<file path="config.mk">
export PLATFORM = sky130hd
export DESIGN_NAME = fixed_block_pool_allocator_core
export DESIGN_NICKNAME = d
export VERILOG_FILES = /design/src/design/fbpa_pkg.sv /design/src/design/fixed_block_pool_allocator_core.sv
export SDC_FILE = /design/constraint.sdc
export NUM_CORES = 2
export LEC_CHECK = 0
export ABC_AREA = 0
export BUFFER_PORTS_ARGS = -buffer_cell sky130_fd_sc_hd__buf_2
export CAP_MARGIN = 20
export CORE_MARGIN = 2
export CORE_UTILIZATION = 25
export DETAILED_ROUTE_END_ITERATION = 10
export PLACE_DENSITY = 0.4
export RECOVER_POWER = 50
export REMOVE_ABC_BUFFERS = 1
export SETUP_SLACK_MARGIN = 0.3
export SLEW_MARGIN = 0
export SYNTH_ARGS = -nofsm -noshare
export SYNTH_HDL_FRONTEND = slang
export SYNTH_SLANG_ARGS = --single-unit
</file>
<file path="constraint.sdc">
create_clock -name clk -period 7.5 [get_ports clk]
set_input_delay 1.5 -clock clk [delete_from_list [all_inputs] [get_ports clk]]
set_output_delay 1.5 -clock clk [all_outputs]
set_load 0.05 [all_outputs]
</file>
<file path="src/design/fbpa_pkg.sv">
// Package for the fixed block pool allocator: request and response types,
// operation and status codes, field widths and parameter defaults.
// It depends on nothing else in the project.
package fbpa_pkg;

    // Field widths fixed by the interface.
    localparam int IDX_W    = 8;
    localparam int SIZE_W   = 16;
    localparam int LINK_W   = IDX_W + 1;
    localparam int LINK_DEPTH = 1 << IDX_W;
    localparam int FRESH_W  = IDX_W + 1;

    // Default geometry of the pools.
    localparam int DEF_BLOCKS_PER_POOL = 16;
    localparam int DEF_MAX_POOLS       = 16;

    // Reset value of the block size register.
    localparam logic [SIZE_W-1:0] BLOCK_SIZE_RESET = 16'd64;

    // Operation codes.
    localparam logic [1:0] OP_ALLOCATE = 2'd0;
    localparam logic [1:0] OP_RESIZE   = 2'd1;
    localparam logic [1:0] OP_FREE     = 2'd2;
    localparam logic [1:0] OP_RESET    = 2'd3;

    // Status codes.
    localparam logic [1:0] ST_OK        = 2'd0;
    localparam logic [1:0] ST_TOO_LARGE = 2'd1;
    localparam logic [1:0] ST_EXHAUSTED = 2'd2;

    typedef struct packed {
        logic [1:0]        opcode;
        logic [SIZE_W-1:0] request_size;
        logic [IDX_W-1:0]  block_index;
    } alloc_req_t;

    typedef struct packed {
        logic [1:0]       status;
        logic [IDX_W-1:0] granted_index;
        logic             pool_opened;
    } alloc_rsp_t;

endpackage

</file>
<file path="src/design/fixed_block_pool_allocator_core.sv">
// Fixed block pool allocator: each accepted request's response is registered in
// the output register or skid stage; one request per cycle while skid is empty.
// The link store read is registered and addressed by the next free-list head,
// so a pop in every cycle finds the successor link ready.
// Reset clears all control state and the block size returns to 64; the link
// store is not cleared, since an entry is only read after a free has written it.
// Depends on fbpa_pkg.
module fixed_block_pool_allocator_core #(
    parameter int BLOCKS_PER_POOL = fbpa_pkg::DEF_BLOCKS_PER_POOL,
    parameter int MAX_POOLS       = fbpa_pkg::DEF_MAX_POOLS
) (
    input  logic                         clk,
    input  logic                         rst_n,
    input  logic                         cfg_we,
    input  logic [fbpa_pkg::SIZE_W-1:0]  cfg_data,
    input  logic                         in_valid,
    output logic                         in_ready,
    input  fbpa_pkg::alloc_req_t         in_data,
    output logic                         out_valid,
    input  logic                         out_ready,
    output fbpa_pkg::alloc_rsp_t         out_data
);
    import fbpa_pkg::*;

    localparam int TOTAL_BLOCKS = (BLOCKS_PER_POOL * MAX_POOLS > LINK_DEPTH)
                                  ? LINK_DEPTH : BLOCKS_PER_POOL * MAX_POOLS;
    localparam int OFS_W  = (BLOCKS_PER_POOL > 1) ? $clog2(BLOCKS_PER_POOL) : 1;
    localparam int POOL_W = $clog2(MAX_POOLS + 1);
    localparam logic [FRESH_W-1:0] TOTAL_LIM = FRESH_W'(TOTAL_BLOCKS);
    localparam logic [OFS_W-1:0]   OFS_LAST  = OFS_W'(BLOCKS_PER_POOL - 1);
    localparam logic [POOL_W-1:0]  POOL_LIM  = POOL_W'(MAX_POOLS);

    // Control state.
    logic [SIZE_W-1:0]  block_size_reg;
    logic [IDX_W-1:0]   free_head_reg, free_head_next;
    logic               nonempty_reg, nonempty_next;
    logic [FRESH_W-1:0] fresh_reg, fresh_next;
    logic [OFS_W-1:0]   pool_ofs_reg, pool_ofs_next;
    logic [POOL_W-1:0]  fresh_pool_reg, fresh_pool_next;
    logic [POOL_W-1:0]  pools_open_reg, pools_open_next;
    logic               out_valid_reg, out_valid_next;
    logic               skid_valid_reg, skid_valid_next;

    // Payload state.
    logic [LINK_W-1:0]  link_mem [LINK_DEPTH];
    logic [LINK_W-1:0]  link_rd_reg;
    alloc_rsp_t         out_data_reg, skid_data_reg;

    logic               accept;
    logic               out_fire;
    logic               too_large;
    logic               link_we;
    logic [LINK_W-1:0]  link_wdata;
    alloc_rsp_t         rsp;

    assign in_ready  = !skid_valid_reg;
    assign accept    = in_valid && in_ready;
    assign out_fire  = out_valid_reg && out_ready;
    assign out_valid = out_valid_reg;
    assign out_data  = out_data_reg;
    assign too_large = in_data.request_size > block_size_reg;

    // A free links the pushed block to the current head.
    assign link_we    = accept && (in_data.opcode == OP_FREE);
    assign link_wdata = {nonempty_reg, free_head_reg};

    // Operation decode: response and next allocator state.
    always_comb
    begin
        free_head_next  = free_head_reg;
        nonempty_next   = nonempty_reg;
        fresh_next      = fresh_reg;
        pool_ofs_next   = pool_ofs_reg;
        fresh_pool_next = fresh_pool_reg;
        pools_open_next = pools_open_reg;
        rsp             = '{status: ST_OK, granted_index: '0, pool_opened: 1'b0};
        if (accept)
        begin
            unique case (in_data.opcode)
                OP_ALLOCATE:
                begin
                    if (too_large)
                    begin
                        rsp.status = ST_TOO_LARGE;
                    end
                    else if (nonempty_reg)
                    begin
                        rsp.granted_index = free_head_reg;
                        free_head_next    = link_rd_reg[IDX_W-1:0];
                        nonempty_next     = link_rd_reg[LINK_W-1];
                    end
                    else if (fresh_reg >= TOTAL_LIM)
                    begin
                        rsp.status = ST_EXHAUSTED;
                    end
                    else
                    begin
                        rsp.granted_index = fresh_reg[IDX_W-1:0];
                        if (fresh_pool_reg >= pools_open_reg)
                        begin
                            pools_open_next = fresh_pool_reg + 1'b1;
                            rsp.pool_opened = 1'b1;
                        end
                        fresh_next = fresh_reg + 1'b1;
                        if (pool_ofs_reg == OFS_LAST)
                        begin
                            pool_ofs_next   = '0;
                            fresh_pool_next = fresh_pool_reg + 1'b1;
                        end
                        else
                        begin
                            pool_ofs_next = pool_ofs_reg + 1'b1;
                        end
                    end
                end
                OP_RESIZE:
                begin
                    if (too_large)
                        rsp.status = ST_TOO_LARGE;
                    else
                        rsp.granted_index = in_data.block_index;
                end
                OP_FREE:
                begin
                    free_head_next    = in_data.block_index;
                    nonempty_next     = 1'b1;
                    rsp.granted_index = in_data.block_index;
                end
                OP_RESET:
                begin
                    free_head_next  = '0;
                    nonempty_next   = 1'b0;
                    fresh_next      = '0;
                    pool_ofs_next   = '0;
                    fresh_pool_next = '0;
                end
                default:
                begin
                    rsp.status = ST_OK;
                end
            endcase
        end
    end

    // Output register with a skid stage behind it.
    always_comb
    begin
        out_valid_next  = out_valid_reg;
        skid_valid_next = skid_valid_reg;
        if (out_fire)
        begin
            if (skid_valid_reg)
            begin
                skid_valid_next = 1'b0;
            end
            else
            begin
                out_valid_next = accept;
            end
        end
        else if (!out_valid_reg)
        begin
            out_valid_next = accept;
        end
        else if (accept)
        begin
            skid_valid_next = 1'b1;
        end
    end

    // Control registers.
    always_ff @(posedge clk or negedge rst_n)
    begin
        if (!rst_n)
        begin
            block_size_reg <= BLOCK_SIZE_RESET;
            free_head_reg  <= '0;
            nonempty_reg   <= 1'b0;
            fresh_reg      <= '0;
            pool_ofs_reg   <= '0;
            fresh_pool_reg <= '0;
            pools_open_reg <= '0;
            out_valid_reg  <= 1'b0;
            skid_valid_reg <= 1'b0;
        end
        else
        begin
            if (cfg_we)
                block_size_reg <= cfg_data;
            free_head_reg  <= free_head_next;
            nonempty_reg   <= nonempty_next;
            fresh_reg      <= fresh_next;
            pool_ofs_reg   <= pool_ofs_next;
            fresh_pool_reg <= fresh_pool_next;
            pools_open_reg <= pools_open_next;
            out_valid_reg  <= out_valid_next;
            skid_valid_reg <= skid_valid_next;
        end
    end

    // Response payload registers.
    always_ff @(posedge clk)
    begin
        if (out_fire && skid_valid_reg)
            out_data_reg <= skid_data_reg;
        else if (out_fire || !out_valid_reg)
            out_data_reg <= rsp;
        if (accept && out_valid_reg && !out_fire)
            skid_data_reg <= rsp;
    end

    // Link store: the read follows the next head, with the link being
    // written forwarded, so the register always holds the head's successor.
    always_ff @(posedge clk)
    begin
        if (link_we)
            link_mem[in_data.block_index] <= link_wdata;
        if (link_we && (in_data.block_index == free_head_next))
            link_rd_reg <= link_wdata;
        else
            link_rd_reg <= link_mem[free_head_next];
    end

    // The skid stage only fills behind a waiting response.
    assert property (@(posedge clk) disable iff (!rst_n)
        skid_valid_reg |-> out_valid_reg)
        else $error("skid stage holds a response while the output is empty");

    // A free always leaves the list non-empty, pointing at the freed block.
    assert property (@(posedge clk) disable iff (!rst_n)
        (accept && in_data.opcode == OP_FREE) |=>
        (nonempty_reg && free_head_reg == $past(in_data.block_index)))
        else $error("free did not push the block on the list");

    // The fresh pointer never runs past the total number of blocks.
    assert property (@(posedge clk) disable iff (!rst_n)
        fresh_reg <= TOTAL_LIM)
        else $error("fresh pointer beyond the last block");

    // No more pools are opened than exist, and the fresh pool is within them.
    assert property (@(posedge clk) disable iff (!rst_n)
        (pools_open_reg <= POOL_LIM) && (fresh_pool_reg <= POOL_LIM))
        else $error("pool count beyond the number of pools");

    // Opening a pool raises the count by exactly one.
    assert property (@(posedge clk) disable iff (!rst_n)
        (accept && rsp.pool_opened) |=> (pools_open_reg == $past(pools_open_reg) + 1'b1))
        else $error("pool opened without the count stepping by one");

endmodule

</file>
## Yosys cells after proc, flatten, opt, wreduce, memory -nomap -nowiden

Memories as Yosys holds them, arrays and structs flattened. A register that Yosys moved wholly into a read port is not among the register bits.
Cells that the tools add are included.

| word-level totals | value |
|---|---|
| logic and storage cells | 100 |
| memory bits (read-only) | 0 |
| output and inout bits | 13 |
| register bits | 72 |
| memories | 1 |
| latch bits | 0 |
| memory bits (writable) | 2,304 |
| bits of input ports | 47 |

| cells by class | value |
|---|---|
| bitwise operators | 3 |
| reduce and logical (&&, ||, !) cells | 21 |
| magnitude comparators | 3 |
| add/subtract/negate cells | 3 |
| multiplexer cells | 45 |
| eq/ne operators | 9 |
| multipliers | 0 |
| div/mod/pow operators | 0 |
| shift operators | 0 |

Memories:

| name | words | bits a word | rd ports | clocked after memory_dff | wr ports | RTL line | RTL |
|---|---|---|---|---|---|---|---|
| link_mem | 256 | 9 | 1 | 1 | 1 | fixed_block_pool_allocator_core.sv:45 | `logic [LINK_W-1:0] link_mem [LINK_DEPTH];` |

Operators by type and width:

| operator | count |
|---|---|
| $pmux 8 s3 | 2 |
| $mux 9 | 5 |
| $mux 8 | 5 |
| $mux 11 | 3 |
| $mux 5 | 4 |
| $pmux 9 s2 | 1 |
| $gt 16x16->1 | 1 |
| $mux 4 | 4 |
| $mux 1 | 14 |
| $reduce_and 6->1 | 2 |
| $ne 2x2->1 const B | 5 |
| $pmux 5 s2 | 1 |
| $add 9x1->9 const B | 1 |
| $ge 9x9->1 const B | 1 |
| $pmux 4 s2 | 1 |
| $reduce_bool 2->1 | 4 |
| $logic_and 1x1->1 | 6 |
| $mux 2 | 3 |
| $add 5x1->5 const B | 1 |
| $ge 5x5->1 | 1 |
| $reduce_and 5->1 | 1 |
| $add 4x1->4 const B | 1 |
| $eq 2x2->1 const B | 2 |
| $eq 4x4->1 const B | 1 |
| 10 further kinds | 14 |

## Depth between registers and ports, before layout

| depth | value |
|---|---|
| word-level depth | 9 |
| mapped depth | 14 |
| mapped depth without buffers | 10 |

## Least setup slack after synthesis

Ideal clock, no wire load.

| timing | value |
|---|---|
| kind | register to register |
| start | reg nonempty_reg |
| end | reg pools_open_reg[0] |
| period minus slack after synthesis | 4.914 ns |
| buffers on the path | 1 |
| stages on the path, launching flop included | 9 |
| library setup time | 0.125 ns |
| data required time | 7.375 ns |
| data arrival time | 4.789 ns |
| path slack | 2.586 ns |
| cell sequence | dfrtp_1 > or2_2 > nor4_1 > a21oi_1 > nand2_2 > nand2_1 > or2_2 > buf_2 > mux2_2 |

| between the ends | value |
|---|---|
| word-level cells in the longest chain between the ends | 2 |

Ends and longest elaborated chain:

| element | RTL line | RTL |
|---|---|---|
| start: declaration | fixed_block_pool_allocator_core.sv:36 | `logic nonempty_reg, nonempty_next;` |
| start signal: assignment | fixed_block_pool_allocator_core.sv:191 | `nonempty_reg <= nonempty_next;` |
| $not 1->1 (no line) | - |  |
| $reduce_and 6->1 (no line) | - |  |
| end signal: assignment | fixed_block_pool_allocator_core.sv:195 | `pools_open_reg <= pools_open_next;` |
| end: declaration | fixed_block_pool_allocator_core.sv:40 | `logic [POOL_W-1:0] pools_open_reg, pools_open_next;` |

Every way passes these cells.
A chain may end at the register's enable or synchronous reset.

## Worst setup path after layout

| timing | value |
|---|---|
| start | reg nonempty_reg |
| end | mem link_mem[48][8] in the netlist's numbering, data pin |

RTL lines:

| element | RTL line |
|---|---|
| end: declaration | fixed_block_pool_allocator_core.sv:45 |

Straight into the memory's write port.

==> results_dict.tcl <==
set metrics [dict create \
    synth_area_leaders "edfxtp_1 74%, mux4_2 9.3%, mux2i_1 4.4%, nor2_1 1.4%, dfrtp_1 1.3%" \
    period_share_pct 78.92 \
    final.setup.worst_slack_ns 1.581 \
    async_reset_ff_share_pct 2.097 \
    fp.dieW_um 617.8 \
    rsz0062_at_grt "no" \
    clkSinkCount 2384 \
    slew_violations 2005 \
    met2_usage_pct 25.33 \
    synth_seq_cells 2384 \
    drv_cap 29 \
    dr_total_vias 49048 \
    finalNonFillerCells 10283 \
    fin_crit_ns 5.919 \
    grt_max_degree 169 \
    use_met3_pct 2.434 \
    final_area_um2 109100 \
    drive_gt1_share_pct 19.37 \
    status "finished with violations" \
    die_h_um 617.8 \
    fmax_mhz 169.0 \
    leakagePower_nw 33.42 \
    synth_edf_count 2326 \
    wl_um 307700 \
    grt_most_used_layer "met2" \
    vias_per_cell 4.770 \
    netlist_area_um2 94180 \
    synth_flop_cell "edfxtp_1" \
    track_usage_pct 15.83 \
    max_stage_delay_ns 2.38 \
    placed_cell_area_um2 100600 \
    synthToLayoutAreaGrowth_pct 15.83 \
    startpoint "nonempty_reg$_DFFE_PN0P_" \
    grt_pass1_wl_um 426900 \
    drt_iter0_drc 5306 \
    cp.required_ns 7.97 \
    start_util_pct 25.10 \
    violations "max-capacitance violations, max-slew violations" \
    clk_pin_slew_ns 0.06 \
    path_buf_inv 2 \
    hp-start "pool_ofs_reg[3]$_DFFE_PN0P_" \
    io_pins 60 \
    core_area_um2 375300 \
    post-route-drc-count 0 \
    clock_latency_ns 0.91 \
    antenna_found_initial 22 \
    worstPathMaxFanout 53 \
    finalNetCount 5150 \
    largest_register_ffs 2304 \
    tightest_slew_ns 4.187 \
    drtPass1Iterations 7 \
    yosysWarnings 0 \
    synth-seq-area-share_pct 75.66 \
    gp_congestion 0.7745 \
    start_kind "flip-flop" \
    cts_tree "yes" \
    crit_chain "clkbuf_1, clkbuf_2" \
    cts.repair.resized 0 \
    syn-instance-count 4880 \
    rows 225 \
    criticalPathCategory "flip-flop to flip-flop" \
    hold_violations 0 \
    pwr_density_cell_nw_per_um2 396.9 \
    grt_pass1_vias 50603 \
    antenna_left 0 \
    synth_top_cell_by_area "edfxtp_1" \
    post-place-cells 9793 \
    slew_headroom_pct -179.1 \
    avgSynthCellArea_um2 19.30 \
    cpLargestDelayFamily "buffers and inverters" \
    root_buffer "clkbuf_16" \
    hold_class "flip-flop to flip-flop" \
    cts_buffers 273 \
    timing.rr.start "nonempty_reg$_DFFE_PN0P_" \
    worstSetupEndpointType "flip-flop" \
    grt_use_met1_pct 22.57 \
    wire_per_inst_um 29.92 \
    io_buffers 59 \
    overflow 0 \
    place_ws_ns 2.285 \
    place_hpwl_um 185900 \
    cts_setup_buffers 0 \
    crit_arrival_ns 6.39 \
    synth_top_area_share_pct 74.16 \
    synthDistinctLibCells 77 \
    irDropWorstVdd_mv 0.3331 \
    cpMaxStageDelayCell "clkbuf_1" \
    die_area_um2 381700 \
    cts_htree_levels 5 \
    setup_violations 0 \
    skew_ns 0.07699 \
    clock_path_buffers 4 \
    power.total_mw 43.30 \
    cts_hold_buf 0 \
]
-- layout make-up --
type / count / area [µm²]
Antenna cell: 8 / 20.02
Inverter: 34 / 137.6
Timing Repair Buffer: 225 / 1739
Clock buffer: 352 / 7400
Fill cell: 36833 / 266200
Clock inverter: 126 / 1209
Multi-Input combinational cell: 2160 / 21060
Sequential cell: 2384 / 71280
Tap cell: 4994 / 6248
-- synthesized netlist by cell type (26+ instances only) --
cell      number
a211oi_1      34
a21oi_1       69
a221o_1       51
a221oi_1     106
a22oi_1       62
buf_2         55
buf_6         51
clkbuf_1     144
dfrtp_1       49
edfxtp_1    2326
inv_1         32
mux2i_1      415
mux4_2       390
nand2_1      122
nand3_1       70
nor2_1       344
nor2b_1       26
nor3_1        49
o21ai_0      137
-- cells by family after synthesis --
kind of cell,Yosys count,share of synthesized area (%)
flops,2384,75.66
mux,821,13.99
simple gates,713,3.380
compound gates,591,4.453
buf+inv,336,2.090
fa+ha+maj,25,0.3321
xor+xnor,10,0.09300
-- where the power goes --
part           switching, mW  total [mW]  internal, mW
registers              0.752        17.6          16.8
logic                   8.77        12.6          3.84
clock network           5.49        13.1          7.60
total                   15.0        43.3          28.3
-- metal layers --
metal  vias up  share of wire (%)
li1      20456                  -
met1     26749                 46
met2      1497                 47
met3       346                5.3
met4         0                2.1
met5         -                  0
-- stage by stage --
step | util, % | TNS [ns] | hold WS, ns
6_report | 29.07 | 0 | 0.5060
5_1_grt | 29.07 | 0 | 0.5117
4_1_cts | 29.10 | 0 | 0.4938
3_5_place_dp | 26.81 | 0 | 0.4812
3_3_place_gp | 26.78 | 0 | 0.4706
2_1_floorplan | - | -388.23 | 0.4515
-- worst paths after layout --
kind | to | slack, ns | depth (start not counted)
hold reg to reg | pool_ofs_reg[3]$_DFFE_PN0P_ | 0.51 | 1
hold / removal | pool_ofs_reg[3]$_DFFE_PN0P_ | 0.51 | 1
min in group asynchronous | fresh_reg[1]$_DFFE_PN0P_ | 1.76 | 2
setup reg to reg | link_mem[48][8]$_DFFE_PP_ | 1.58 | 2
max in group asynchronous | pools_open_reg[0]$_DFFE_PN0P_ | 3.89 | 2
setup / recovery | link_mem[48][8]$_DFFE_PP_ | 1.58 | 2
-- worst register-to-register path, delay by kind of cell, from the launching register on --
| family | cells | cell delay [ns] |
|---|---|---|
| flip-flops | 1 | 1.72 |
| buffers and inverters | 2 | 3.74 |
-- cells in the final DEF (no fill, tap or decap), types with 58 or more instances in the layout --
cell type	instances
mux2i_1	415
mux4_2	390
clkbuf_1	80
a221oi_1	106
a22oi_1	62
buf_4	118
buf_2	58
a21oi_1	69
nor2_1	340
nand3_1	61
nand2_1	122
edfxtp_1	2326
o21ai_0	137
clkbuf_16	282
(Power assumes the default switching activity.)
